--- config.mk ---
export PLATFORM = sky130hd
export DESIGN_NAME = matrix_keypad_scanner
export DESIGN_NICKNAME = d
export VERILOG_FILES = /design/src/sv/kps_pkg.sv /design/src/sv/kps_step.sv /design/src/sv/matrix_keypad_scanner.sv
export SDC_FILE = /design/constraint.sdc
export NUM_CORES = 1
export LEC_CHECK = 0
export BUFFER_PORTS_ARGS = -buffer_cell sky130_fd_sc_hd__buf_2
export CELL_PAD_IN_SITES_DETAIL_PLACEMENT = 0
export CELL_PAD_IN_SITES_GLOBAL_PLACEMENT = 2
export CORE_AREA = 2 2 93 162
export CTS_CLUSTER_DIAMETER = 30
export DETAILED_ROUTE_END_ITERATION = 7
export DIE_AREA = 0 0 95 164
export GPL_TIMING_DRIVEN = 0
export PLACE_DENSITY = 0.79
export SLEW_MARGIN = 5
export SYNTH_ARGS = -nofsm -noshare
export SYNTH_HDL_FRONTEND = slang
export SYNTH_HIERARCHICAL = 1
export SYNTH_SLANG_ARGS = --single-unit
--- constraint.sdc ---
create_clock -name clk -period 4.3 [get_ports clk]
set_input_delay 0.215 -clock clk [delete_from_list [all_inputs] [get_ports clk]]
set_output_delay 0.215 -clock clk [all_outputs]
set_load 0.02 [all_outputs]
--- src/sv/kps_pkg.sv ---
// ----------------------------------------------------------------------------
// kps_pkg
// Shared types, constants and the hex segment decode for the keypad scanner.
// ----------------------------------------------------------------------------
package kps_pkg;

  // scan phases
  typedef enum logic [2:0] {
    PH_IDLE    = 3'd0,
    PH_CONFIRM = 3'd1,
    PH_PROBE   = 3'd2,
    PH_ROWWAIT = 3'd3,
    PH_RELEASE = 3'd4
  } phase_t;

  localparam int unsigned CNT_W    = 16;
  localparam logic [15:0] CNT_MAX  = 16'hffff;
  localparam logic [15:0] DEB_RST  = 16'd10;
  localparam logic [3:0]  COLS_OFF = 4'hf;
  localparam logic [1:0]  ROW_LAST = 2'd3;

  // single low column codes
  localparam logic [3:0] COL0_LOW = 4'he;
  localparam logic [3:0] COL1_LOW = 4'hd;
  localparam logic [3:0] COL2_LOW = 4'hb;
  localparam logic [3:0] COL3_LOW = 4'h7;

  // scanner state carried between items
  typedef struct packed {
    phase_t           phase;
    logic [1:0]       row;
    logic [CNT_W-1:0] wait_cnt;
    logic [3:0]       held_key;
  } scan_state_t;

  // one result item
  typedef struct packed {
    logic [7:0] segments;
    logic       key_new;
    logic [3:0] key_code;
    logic [3:0] row_drive;
  } scan_result_t;

  // common-anode hex digit pattern, active low
  function automatic logic [7:0] seg_decode(input logic [3:0] digit);
    logic [7:0] seg;
    case (digit)
      4'h0: seg = 8'hc0;
      4'h1: seg = 8'hf9;
      4'h2: seg = 8'ha4;
      4'h3: seg = 8'hb0;
      4'h4: seg = 8'h99;
      4'h5: seg = 8'h92;
      4'h6: seg = 8'h82;
      4'h7: seg = 8'hf8;
      4'h8: seg = 8'h80;
      4'h9: seg = 8'h90;
      4'ha: seg = 8'h88;
      4'hb: seg = 8'h83;
      4'hc: seg = 8'ha7;
      4'hd: seg = 8'ha1;
      4'he: seg = 8'h86;
      4'hf: seg = 8'h8e;
      default: seg = 8'hff;
    endcase
    return seg;
  endfunction

endpackage

--- src/sv/kps_step.sv ---
// ----------------------------------------------------------------------------
// kps_step
// Next-state and result logic of the scanner for one column sample.
// ----------------------------------------------------------------------------
module kps_step (
  input  kps_pkg::scan_state_t  cur,
  input  logic [3:0]            cols,
  input  logic [15:0]           debounce_ticks,
  output kps_pkg::scan_state_t  nxt,
  output kps_pkg::scan_result_t res
);
  import kps_pkg::*;

  logic             pressed;
  logic [15:0]      limit;
  logic [CNT_W-1:0] cnt_inc;
  logic             wait_done;
  logic             single;
  logic [1:0]       col_idx;
  logic             fresh;

  assign pressed = (cols != COLS_OFF);
  assign limit   = (debounce_ticks == '0) ? 16'd1 : debounce_ticks;
  assign cnt_inc = (cur.wait_cnt < CNT_MAX) ? cur.wait_cnt + 16'd1 : cur.wait_cnt;
  assign wait_done = (cnt_inc >= limit);

  // single low column decode
  always_comb begin
    single  = 1'b1;
    col_idx = 2'd0;
    case (cols)
      COL0_LOW: col_idx = 2'd0;
      COL1_LOW: col_idx = 2'd1;
      COL2_LOW: col_idx = 2'd2;
      COL3_LOW: col_idx = 2'd3;
      default:  single  = 1'b0;
    endcase
  end

  // phase transitions
  always_comb begin
    nxt   = cur;
    fresh = 1'b0;
    case (cur.phase)
      PH_IDLE: begin
        if (pressed) begin
          nxt.phase    = PH_CONFIRM;
          nxt.wait_cnt = '0;
        end
      end
      PH_CONFIRM: begin
        nxt.wait_cnt = cnt_inc;
        if (wait_done) begin
          if (pressed) begin
            nxt.row   = 2'd0;
            nxt.phase = PH_PROBE;
          end else begin
            nxt.phase = PH_IDLE;
          end
        end
      end
      PH_PROBE: begin
        if (pressed) begin
          nxt.phase    = PH_ROWWAIT;
          nxt.wait_cnt = '0;
        end else if (cur.row != ROW_LAST) begin
          nxt.row = cur.row + 2'd1;
        end else begin
          nxt.row   = 2'd0;
          nxt.phase = PH_IDLE;
        end
      end
      PH_ROWWAIT: begin
        nxt.wait_cnt = cnt_inc;
        if (wait_done) begin
          if (pressed) begin
            if (single) begin
              nxt.held_key = {cur.row, col_idx};
              fresh        = 1'b1;
            end
            nxt.phase = PH_RELEASE;
          end else if (cur.row != ROW_LAST) begin
            nxt.row   = cur.row + 2'd1;
            nxt.phase = PH_PROBE;
          end else begin
            nxt.row   = 2'd0;
            nxt.phase = PH_IDLE;
          end
        end
      end
      PH_RELEASE: begin
        if (!pressed) begin
          if (cur.row != ROW_LAST) begin
            nxt.row   = cur.row + 2'd1;
            nxt.phase = PH_PROBE;
          end else begin
            nxt.row   = 2'd0;
            nxt.phase = PH_IDLE;
          end
        end
      end
      default: begin
        nxt.phase = PH_IDLE;
        nxt.row   = 2'd0;
      end
    endcase
  end

  // result fields from the new state
  always_comb begin
    if (nxt.phase == PH_IDLE || nxt.phase == PH_CONFIRM) begin
      res.row_drive = 4'h0;
    end else begin
      res.row_drive = ~(4'b0001 << nxt.row);
    end
    res.key_code = nxt.held_key;
    res.key_new  = fresh;
    res.segments = seg_decode(nxt.held_key);
  end

endmodule

--- src/sv/matrix_keypad_scanner.sv ---
// ----------------------------------------------------------------------------
// matrix_keypad_scanner
// 4x4 keypad scanner with tick-counted debounce and hex segment output.
// ----------------------------------------------------------------------------
// flow: an accepted input item is held in the input register and moves to the
//   result register when that is empty or being read out
// throughput: one item per cycle unless out_tready stalls; the scan state updates
//   as an item leaves the input register for the result register
// reset: rst_n synchronous active low; scanner idle, row 0, held key 0,
//   debounce_ticks back to 10, both item registers empty
module matrix_keypad_scanner (
  input  logic        clk,
  input  logic        rst_n,
  // input stream
  input  logic        in_tvalid,
  output logic        in_tready,
  input  logic [7:0]  in_tdata,   // [3:0] column_sense, [7:4] zero
  // result stream
  output logic        out_tvalid,
  input  logic        out_tready,
  output logic [23:0] out_tdata,  // [3:0] row_drive, [7:4] key_code,
                                  // [8] key_new, [16:9] segments, [23:17] zero
  // configuration
  input  logic        cfg_valid,
  output logic        cfg_ready,
  input  logic [15:0] cfg_data    // debounce_ticks
);
  import kps_pkg::*;

  logic         in_valid_r;
  logic [3:0]   cols_r;
  logic         out_valid_r;
  scan_result_t res_r;
  scan_state_t  state_r;
  logic [15:0]  deb_r;

  scan_state_t  state_nxt;
  scan_result_t res_nxt;
  logic         advance;

  // handshake
  assign advance   = in_valid_r && (!out_valid_r || out_tready);
  assign in_tready = !in_valid_r || advance;
  assign cfg_ready = 1'b1;

  // configuration register
  always_ff @(posedge clk) begin
    if (!rst_n) begin
      deb_r <= DEB_RST;
    end else if (cfg_valid) begin
      deb_r <= cfg_data;
    end
  end

  // input register
  always_ff @(posedge clk) begin
    if (!rst_n) begin
      in_valid_r <= 1'b0;
    end else if (in_tready) begin
      in_valid_r <= in_tvalid;
    end
  end

  always_ff @(posedge clk) begin
    if (in_tready && in_tvalid) begin
      cols_r <= in_tdata[3:0];
    end
  end

  // step logic
  kps_step u_step (
    .cur            (state_r),
    .cols           (cols_r),
    .debounce_ticks (deb_r),
    .nxt            (state_nxt),
    .res            (res_nxt)
  );

  // scan state
  always_ff @(posedge clk) begin
    if (!rst_n) begin
      state_r.phase    <= PH_IDLE;
      state_r.row      <= 2'd0;
      state_r.wait_cnt <= '0;
      state_r.held_key <= 4'd0;
    end else if (advance) begin
      state_r <= state_nxt;
    end
  end

  // result register
  always_ff @(posedge clk) begin
    if (!rst_n) begin
      out_valid_r <= 1'b0;
    end else if (advance) begin
      out_valid_r <= 1'b1;
    end else if (out_tready) begin
      out_valid_r <= 1'b0;
    end
  end

  always_ff @(posedge clk) begin
    if (advance) begin
      res_r <= res_nxt;
    end
  end

  assign out_tvalid = out_valid_r;
  assign out_tdata  = {7'd0, res_r};

endmodule

==> results.sh, run 1 <==
export IMPL_post_drt_wl_per_cell_um=14.4
export IMPL_synth_edff_count=21
export IMPL_power_frac_seq_pct=39.6
export IMPL_ir_worst_vdd_mv=0.189
export IMPL_die_width_um=95
export IMPL_preCtsSetupSlack_ns=-1.27
export IMPL_reg2regPathDepth=20
export IMPL_min_from="in_tdata[1]"
export IMPL_min_path_type="in -> reg"
export IMPL_p_sw_share_pct=23.3
export IMPL_cts_sinks=64
export IMPL_worst_setup_path_end_kind="flop"
export IMPL_netlist_area_mm2=0.00419
export IMPL_placementRows=58
export IMPL_cts_made_buffers=9
export IMPL_fin_skew_ns=0.00689
export IMPL_setup_worst_path_class="reg -> reg"
export IMPL_critical_path_max_fanout=5
export IMPL_port_buffers=41
export IMPL_final_nets=618
export IMPL_clock_latency_ns=0.33
export IMPL_switching_power_mw=0.386
export IMPL_yosysMostFrequentCell="nand2_1"
export IMPL_worst_pin_slew_ns=0.652
export IMPL_viasPerCell=4.79
export IMPL_finalWorstSetupSlack_ns=0.186
export IMPL_synth_top_area_share_pct=20.5
export IMPL_grt_ovfl_total=0
export IMPL_crit_chain="buf_6, nand4_4, nor2_4, nand3_2, nor3_4, buf_4, nand4_1, nor2b_1, ha_1, nand4_1, nor4_4, o31ai_4, o211ai_4, nand4_4, mux2i_4, buf_6, ha_4, inv_2, mux2i_1, mux2i_1"
export IMPL_synth_area_leader_cell="dfxtp_1"
export IMPL_syn_to_final_growth_pct=29.0
export IMPL_pin_count=56
export IMPL_drc=0
export IMPL_drive_above_1_share_pct=27.0
export IMPL_combPwrFrac_pct=9.6
export IMPL_start_util_pct=29.3
export IMPL_leakage_nw=2.31
export IMPL_whs_ns=0.0674
export IMPL_routed_wl_um=10800
export IMPL_place_hpwl_um=8050
export IMPL_die_h_um=164
export IMPL_grt_pass1_vias=3592
export IMPL_path_clk_slew_ns=0.06
export IMPL_design_core_area_mm2=0.0143
export IMPL_p_per_area_mw_per_mm2=306
export IMPL_drtPass1Iterations=4
export IMPL_antenna_found_initial=0
export IMPL_die_area_mm2=0.0156
export IMPL_ys_seq_area_share_pct=35.6
export IMPL_fin_crit_sh_pct=95.7
export IMPL_cts_tree="done"
export IMPL_n_antenna_cell=0
export IMPL_ff2ff_setup_slack_ns=0.19
export IMPL_yosys_warnings=6
export IMPL_fin_util_pct=37.8
export IMPL_avgSynthCellArea_um2=8.64
export IMPL_cts_buffer_depth=2
export IMPL_synth_cell_types=63
export IMPL_worst_setup_path_start_kind="flop"
export IMPL_synth_seq_cells=64
export IMPL_hold_end="cols_r[1]$_DFFE_PP_"
export IMPL_finalSetupViolCount=0
export IMPL_p_total_mw=1.66
export IMPL_slew_violations=0
export IMPL_htreeDepth=3
export IMPL_synth_common_cells="nand2_1, mux2i_1, dfxtp_1"
export IMPL_period_needed_ns=4.11
export IMPL_critical_path_slowest_cell="nor4_4"
export IMPL_cts_root_buf="clkbuf_16"
export IMPL_dr_first_iter_drc_count=111
export IMPL_antenna_left=0
export IMPL_hold_viol_final=0
export IMPL_reg2reg_from="state_r[8]$_SDFFE_PN0P_"
export IMPL_gp_congestion=0.896
export IMPL_grt_total_usage_pct=14.9
export IMPL_p_int_mw=1.27
export IMPL_relSlewSlack_pct=56.5
export IMPL_syn_inst=485
export IMPL_r2r_end="out_tdata[12]$_DFFE_PP_"
export IMPL_grt_pass1_wl_um=17600
export IMPL_synth_area_top_cells="dfxtp_1, edfxtp_1, mux2i_1, nand2_1, ha_1"
export IMPL_rsz0062_at_grt="true"
export IMPL_grt_max_degree=27
export IMPL_synth_flop_cell="dfxtp_1"
export IMPL_cp_required_ns=4.38
export IMPL_worst_ep_arrival_time_ns=4.19
export IMPL_clock_power_share_pct=50.8
export IMPL_vias=3591
export IMPL_async_flop_share_pct=0
export IMPL_maxCapViolations=0
export IMPL_timing_fmax_mhz=243
export IMPL_status="finished, final reports clean"
export IMPL_max_stage_delay_ns=0.38
export IMPL_ctsHoldBuffers=0
export IMPL_hold_depth=1
## power groups by stage
stage | Sequential [mW] | Combinational (mW) | Clock [mW]
4_1_cts | 0.657 | 0.158 | 0.865
3_3_place_gp | 0.669 | 0.150 | 0
6_report | 0.656 | 0.159 | 0.840
3_5_place_dp | 0.670 | 0.153 | 0
5_1_grt | 0.659 | 0.177 | 0.894
2_1_floorplan | 0.673 | 0.101 | 0
## timing repair
action | 4_1_cts | 5_1_grt
gates resized for setup | 24 | 33
setup buffers | 13 | 11
setup endpoints to repair | 23 | 13
pin swaps | 7 | 19
## cell usage in the layout (no fill, tap or decap), drive strengths merged, types with 3 or more instances in the layout
master,Yosys,final
and3,3,3
nor2b,22,22
o21a,3,3
nand4,7,7
xnor2,6,6
o21ai,24,24
a21oi,26,26
nand3,11,11
mux2i,49,49
inv,32,32
xor2,7,7
o31ai,4,4
a22o,3,3
nand2b,3,3
a31oi,3,3
nor4,5,5
nor2,25,25
ha,24,24
o211ai,3,3
dfxtp,43,43
edfxtp,21,21
nand2,87,87
conb,3,9
buf,24,89
clkbuf,15,23
bufinv,0,3
nor3,7,7
## logic make-up after synthesis
family / Yosys count / share of synthesized area [%]
muxes: 51 / 12.6
other: 3 / 0.269
xor gates and xnor gates: 13 / 2.72
adders and majority gates: 24 / 7.16
DFF: 64 / 35.6
and+or+nand+nor: 178 / 20.9
buffers and inverters: 71 / 8.68
AOI/OAI and AO/OA: 81 / 12.1
## stage by stage
| stage | TNS [ns] | instance area (um^2) | std cells |
|---|---|---|---|
| after global routing | -0.285 | 5410 | 750 |
| after global placement | -13.10 | 4650 | 712 |
| final | 0 | 5410 | 750 |
| after detailed placement | -14.36 | 4650 | 712 |
| after CTS | 0 | 5200 | 740 |
| after floorplan | 0 | 4220 | 491 |
## critical path, delay by kind of cell, from the launching register on
| kind | cells | cell delay (ns) |
|---|---|---|
| adder cells (fa/ha/maj) | 2 | 0.57 |
| flip-flops | 1 | 0.33 |
| AO/OA/AOI/OAI | 2 | 0.27 |
| AND/OR/NAND/NOR | 9 | 1.76 |
| multiplexers | 3 | 0.47 |
| buffers and inverters | 4 | 0.45 |
## registers in the layout, summed over array words and instances (netlist names)
register and cells:
out_tvalid 1, in_valid_r 1, cols_r 4, out_tdata 17, state_r 25, deb_r 16
## worst max-delay path by stage
stage                     slack, ns                      end  cells after the start                    start
final                          0.19  out_tdata[12]$_DFFE_PP_                     20  state_r[8]$_SDFFE_PN0P_
after global routing          -0.06  out_tdata[12]$_DFFE_PP_                     19  state_r[8]$_SDFFE_PN0P_
after CTS                      0.03  out_tdata[12]$_DFFE_PP_                     19  state_r[9]$_SDFFE_PN0P_
after detailed placement      -1.27  out_tdata[12]$_DFFE_PP_                     18  state_r[4]$_SDFFE_PN0P_
after global placement        -1.20  out_tdata[12]$_DFFE_PP_                     18  state_r[4]$_SDFFE_PN0P_
after floorplan                0.04   out_tdata[9]$_DFFE_PP_                     18  state_r[4]$_SDFFE_PN0P_
## area by class of cell
type	instances	area [um^2]
repair buffers	65	413
clock buffers	10	229
inverters	32	123
clock inverters	6	108
plain buffers	37	244
flip-flops and latches	64	1500
well taps	180	225
fillers	1461	8890
multi-input cells	356	2560
## per-layer routing
| layer | wire length, um | track usage [%] | vias up | share of wire, % |
|---|---|---|---|---|
| met4 | 257 | 5.60 | 0 | 2.4 |
| met5 | 0 | 0 | - | 0 |
| met3 | 319 | 3.03 | 17 | 2.9 |
| li1 | - | - | 1821 | - |
| met2 | 6290 | 29.8 | 80 | 58 |
| met1 | 3950 | 14.3 | 1673 | 37 |
Note: power is estimated with default switching activity, not from simulation.
==> run 2: changes to the inputs <==
GPL_TIMING_DRIVEN = default   (was 0)
SKIP_LAST_GASP = 1   (was default)
==> results.sh, run 2 (same netlist as run 1, synthesis figures left out) <==
export IMPL_grt_ovfl_total=0
export IMPL_status="finished, final reports clean"
export IMPL_die_area_mm2=0.0156
export IMPL_relSlewSlack_pct=24.0
export IMPL_start_util_pct=29.3
export IMPL_largest_reg_flops=25
export IMPL_final_common_cell="nand2_1"
export IMPL_worst_setup_path_end_kind="flop"
export IMPL_htreeDepth=3
export IMPL_fin_skew_ns=0.00526
export IMPL_grt_pass1_wl_um=16000
export IMPL_ff2ff_setup_slack_ns=0.23
export IMPL_ir_worst_vdd_mv=0.201
export IMPL_cts_sinks=64
export IMPL_drtPass1Iterations=4
export IMPL_p_per_area_mw_per_mm2=318
export IMPL_worst_pin_slew_ns=1.14
export IMPL_reg2reg_from="state_r[5]$_SDFFE_PN0P_"
export IMPL_placementRows=58
export IMPL_cts_buffer_depth=2
export IMPL_syn_to_final_growth_pct=22.7
export IMPL_die_width_um=95
export IMPL_cts_made_buffers=9
export IMPL_cts_tree="done"
export IMPL_setup_worst_path_class="reg -> reg"
export IMPL_drive_above_1_share_pct=23.0
export IMPL_grt_max_degree=69
export IMPL_crit_chain="ha_4, nand2_2, nor4_4, nor4b_4, buf_4, nor3_1, xor2_1, ha_1, nand4_1, buf_4, inv_1, a21oi_1, o211ai_2, nand4_4, buf_4, mux2i_4, inv_2, o21ai_0, o32ai_1"
export IMPL_n_antenna_cell=0
export IMPL_pin_count=56
export IMPL_post_drt_wl_per_cell_um=13.7
export IMPL_port_buffers=43
export IMPL_grt_pass1_vias=3321
export IMPL_ctsHoldBuffers=0
export IMPL_finalWorstSetupSlack_ns=0.234
export IMPL_maxCapViolations=0
export IMPL_min_path_type="in -> reg"
export IMPL_drc=0
export IMPL_vias=3485
export IMPL_cts_root_buf="clkbuf_16"
export IMPL_final_nets=600
export IMPL_r2r_end="out_tdata[10]$_DFFE_PP_"
export IMPL_placed_cells=712
export IMPL_seq_area_mm2=0.00150
export IMPL_place_area_mm2=0.00469
export IMPL_critical_path_max_fanout=8
export IMPL_cp_required_ns=4.38
export IMPL_viasPerCell=4.76
export IMPL_final_cell_mix="nand2_1, mux2i_1, buf_2, dfxtp_1, buf_4"
export IMPL_worst_setup_path_start_kind="flop"
export IMPL_preCtsSetupSlack_ns=-0.00989
export IMPL_cp_common_cell="buf_4"
export IMPL_dr_first_iter_drc_count=93
export IMPL_fillerInstances=1438
export IMPL_finalSetupViolCount=0
export IMPL_fin_crit_sh_pct=94.6
export IMPL_multi_input_area_mm2=0.00244
export IMPL_tns_ns=0
export IMPL_antenna_left=0
export IMPL_min_from="in_tdata[1]"
export IMPL_place_hpwl_um=7280
export IMPL_worst_ep_arrival_time_ns=4.15
export IMPL_stdcell_area_mm2=0.00514
export IMPL_crit_path_end="out_tdata[10]$_DFFE_PP_"
export IMPL_clock_latency_ns=0.34
export IMPL_timing_fmax_mhz=246
export IMPL_max_stage_delay_ns=0.38
export IMPL_antenna_found_initial=0
export IMPL_grt_total_usage_pct=13.4
export IMPL_design_core_area_mm2=0.0143
export IMPL_slew_violations=0
export IMPL_timing_critical_path_from="state_r[5]$_SDFFE_PN0P_"
export IMPL_fin_cells=732
export IMPL_reg2regPathDepth=19
export IMPL_fin_util_pct=36.0
export IMPL_critical_path_slowest_cell="dfxtp_4"
export IMPL_period_needed_ns=4.07
export IMPL_leakage_nw=2.23
export IMPL_gp_congestion=0.850
export IMPL_routed_wl_um=10000
export IMPL_path_clk_slew_ns=0.06
export IMPL_top_register="state_r"
export IMPL_whs_ns=0.0654
export IMPL_hold_viol_final=0
export IMPL_p_total_mw=1.64
export IMPL_die_h_um=164
## run 2: changes by cell type in the layout (fill, tap and decap cells not counted), moves of 3 or more
cell | previous run | this run
nor2_4 | 3 | 0
buf_6 | 9 | 0
buf_4 | 36 | 41
dfxtp_1 | 35 | 41
clkbuf_1 | 13 | 0
dfxtp_2 | 7 | 1
## run 2: worst min-delay path by stage
| stage | endpoint | slack (ns) | cells past startpoint |
|---|---|---|---|
| 6_report | cols_r[1]$_DFFE_PP_ | 0.07 | 1 |
| 5_1_grt | cols_r[1]$_DFFE_PP_ | 0.06 | 1 |
| 4_1_cts | cols_r[1]$_DFFE_PP_ | 0.06 | 1 |
| 3_5_place_dp | cols_r[1]$_DFFE_PP_ | 0.41 | 1 |
| 3_3_place_gp | cols_r[2]$_DFFE_PP_ | 0.41 | 1 |
| 2_1_floorplan | cols_r[0]$_DFFE_PP_ | 0.31 | 0 |
## run 2: repair_timing
item,4_1_cts,5_1_grt
buffers inserted,0,4
endpoints found under the hold margin,0,0
resized for setup,1,19
pin swaps,0,9
endpoints found under the setup margin,2,11
## run 2: final cells by class
| type | instances | share of cell area, % |
|---|---|---|
| Inverter | 32 | 2.34 |
| Sequential cell | 64 | 29.1 |
| Timing Repair Buffer | 84 | 10.2 |
| Tap cell | 180 | 4.38 |
| Clock inverter | 7 | 2.14 |
| Clock buffer | 9 | 4.38 |
| Multi-Input combinational cell | 356 | 47.5 |
## run 2: report_power, final
group | internal (mW) | switching, mW | total [mW]
logic | 0.0542 | 0.0875 | 0.142
registers | 0.642 | 0.0142 | 0.656
clock network | 0.561 | 0.277 | 0.837
total | 1.26 | 0.378 | 1.64
## run 2: critical path: cells and delay by family (launching register included)
family / cells / cell delay [ns]
XOR/XNOR: 1 / 0.17
buffers and inverters: 5 / 0.77
flip-flops: 1 / 0.38
AO/OA/AOI/OAI: 4 / 0.66
multiplexers: 1 / 0.32
AND/OR/NAND/NOR: 6 / 1.03
adder cells (fa/ha/maj): 2 / 0.47
## run 2: layer usage
layer	vias up	track usage, %	part of all wire, %
met1	1631	13.3	37
met3	16	1.65	2.8
met5	-	0	0
met4	0	7.64	2.6
li1	1786	-	-
met2	52	25.8	57
==> run 3: changes to the inputs <==
==> constraint.sdc (replaced) <==
create_clock -name clk -period 4.3 [get_ports clk]
set_input_delay 0.645 -clock clk [delete_from_list [all_inputs] [get_ports clk]]
set_output_delay 0.645 -clock clk [all_outputs]
set_load 0.02 [all_outputs]
==> results.sh, run 3 (same netlist as run 1, synthesis figures left out) <==
export IMPL_crit_buf_inv=2
export IMPL_antenna_found_initial=0
export IMPL_place_hpwl_um=7170
export IMPL_whs_ns=0.475
export IMPL_grt_pass1_vias=3397
export IMPL_finalWorstSetupSlack_ns=0.117
export IMPL_fin_crit_sh_pct=97.3
export IMPL_grt_ovfl_total=0
export IMPL_vias=3518
export IMPL_post_drt_wl_per_cell_um=13.5
export IMPL_design_core_area_mm2=0.0143
export IMPL_relSlewSlack_pct=25.9
export IMPL_worst_pin_slew_ns=1.11
export IMPL_ir_worst_vdd_mv=0.185
export IMPL_p_per_area_mw_per_mm2=317
export IMPL_cts_buffer_depth=2
export IMPL_multi_input_area_mm2=0.00248
export IMPL_die_area_mm2=0.0156
export IMPL_fin_skew_ns=0.00972
export IMPL_n_antenna_cell=0
export IMPL_drtPass1Iterations=4
export IMPL_leakage_nw=2.27
export IMPL_hold_viol_final=0
export IMPL_finalSetupViolCount=0
export IMPL_cts_root_buf="clkbuf_16"
export IMPL_cp_top_family="simple AND/OR/NAND/NOR gates"
export IMPL_cp_required_ns=4.38
export IMPL_worst_setup_path_start_kind="flop"
export IMPL_tns_ns=0
export IMPL_ctsHoldBuffers=0
export IMPL_largest_reg_flops=25
export IMPL_dr_first_iter_drc_count=122
export IMPL_htreeDepth=3
export IMPL_final_common_cell="nand2_1"
export IMPL_grt_pass1_wl_um=15800
export IMPL_cts_made_buffers=9
export IMPL_pin_count=56
export IMPL_viasPerCell=4.79
export IMPL_die_h_um=164
export IMPL_start_util_pct=29.3
export IMPL_preCtsSetupSlack_ns=0.000506
export IMPL_grt_total_usage_pct=13.2
export IMPL_clock_latency_ns=0.33
export IMPL_maxCapViolations=0
export IMPL_worst_ep_arrival_time_ns=4.26
export IMPL_cts_sinks=64
export IMPL_placementRows=58
export IMPL_seq_area_mm2=0.00150
export IMPL_drc=0
export IMPL_syn_to_final_growth_pct=24.3
export IMPL_drive_above_1_share_pct=24.5
export IMPL_critical_path_slowest_cell="dfxtp_4"
export IMPL_worst_setup_path_end_kind="flop"
export IMPL_antenna_left=0
export IMPL_final_cell_mix="nand2_1, mux2i_1, buf_4, buf_2, dfxtp_1"
export IMPL_setup_worst_path_class="reg -> reg"
export IMPL_cts_tree="done"
export IMPL_path_clk_slew_ns=0.06
export IMPL_period_needed_ns=4.18
export IMPL_grt_max_degree=69
export IMPL_gp_congestion=0.861
export IMPL_status="finished, final reports clean"
export IMPL_top_register="state_r"
export IMPL_final_nets=603
export IMPL_die_width_um=95
export IMPL_crit_chain="ha_2, nand2_1, nor4_4, nor4b_4, buf_4, nand2_1, nand2_2, ha_1, nor2b_1, o211a_1, o31ai_2, o211ai_2, and4_1, a211o_4, buf_4, ha_1, mux2i_1, mux2i_1"
export IMPL_critical_path_max_fanout=6
export IMPL_routed_wl_um=9940
export IMPL_min_path_type="reg -> reg"
export IMPL_port_buffers=43
export IMPL_max_stage_delay_ns=0.37
export IMPL_slew_violations=0
export IMPL_fillerInstances=1451
export IMPL_timing_fmax_mhz=239
## run 3: cell count changes in the layout (fill, tap and decap cells not counted), moves of 2 or more
| cell | delta |
|---|---|
| o21ai_1 | +3 |
| o21ai_0 | -3 |
| buf_4 | +3 |
| clkinv_4 | +2 |
| clkinv_1 | -2 |
## run 3: timing repair
action,4_1_cts,5_1_grt
gates resized for setup,1,28
setup buffers,0,8
setup endpoints to repair,2,15
pin swaps,0,11
## run 3: tightest hold or removal path, delay by kind of cell, from the launching register on
kind             cells  cell delay [ns]
flip-flops           1             0.32
multiplexers         1             0.06
AND/OR/NAND/NOR      1             0.05
## run 3: final timing paths
kind / from / cells after the start / slack (ns) / end
worst max-delay path: state_r[5]$_SDFFE_PN0P_ / 18 / 0.12 / out_tdata[12]$_DFFE_PP_
worst min-delay path: state_r[3]$_SDFFE_PN0P_ / 2 / 0.47 / state_r[3]$_SDFFE_PN0P_
worst max register to register: state_r[5]$_SDFFE_PN0P_ / 18 / 0.12 / out_tdata[12]$_DFFE_PP_
worst min register to register: state_r[3]$_SDFFE_PN0P_ / 2 / 0.47 / state_r[3]$_SDFFE_PN0P_
## run 3: layout make-up
| type | instances | share of cell area [%] |
|---|---|---|
| clock inverters | 7 | 2.31 |
| flip-flops and latches | 64 | 28.7 |
| inverters | 32 | 2.31 |
| repair buffers | 87 | 10.5 |
| clock buffers | 9 | 4.32 |
| well taps | 180 | 4.32 |
| multi-input cells | 356 | 47.6 |
## run 3: metal layers
metal	global-route usage [%]	wire length [um]	vias to the layer above
met1	12.6	3660	1647
met2	25.8	5710	62
met4	5.99	248	0
met5	0	0	-
met3	2.98	324	21
li1	-	-	1788
## run 3: per-stage QoR
stage	instances	total power [mW]	area, um^2	utilization [%]
2_1_floorplan	491	0.774	4220	-
3_5_place_dp	711	0.809	4690	32.8
5_1_grt	735	1.72	5210	36.4
4_1_cts	727	1.66	5040	35.2
6_report	735	1.65	5210	36.4
3_3_place_gp	711	0.805	4690	32.8
## run 3: report_power, final
part,total (mW),internal (mW),switching (mW)
Combinational,0.139,0.0529,0.0865
Clock,0.854,0.567,0.287
Sequential,0.656,0.642,0.0138
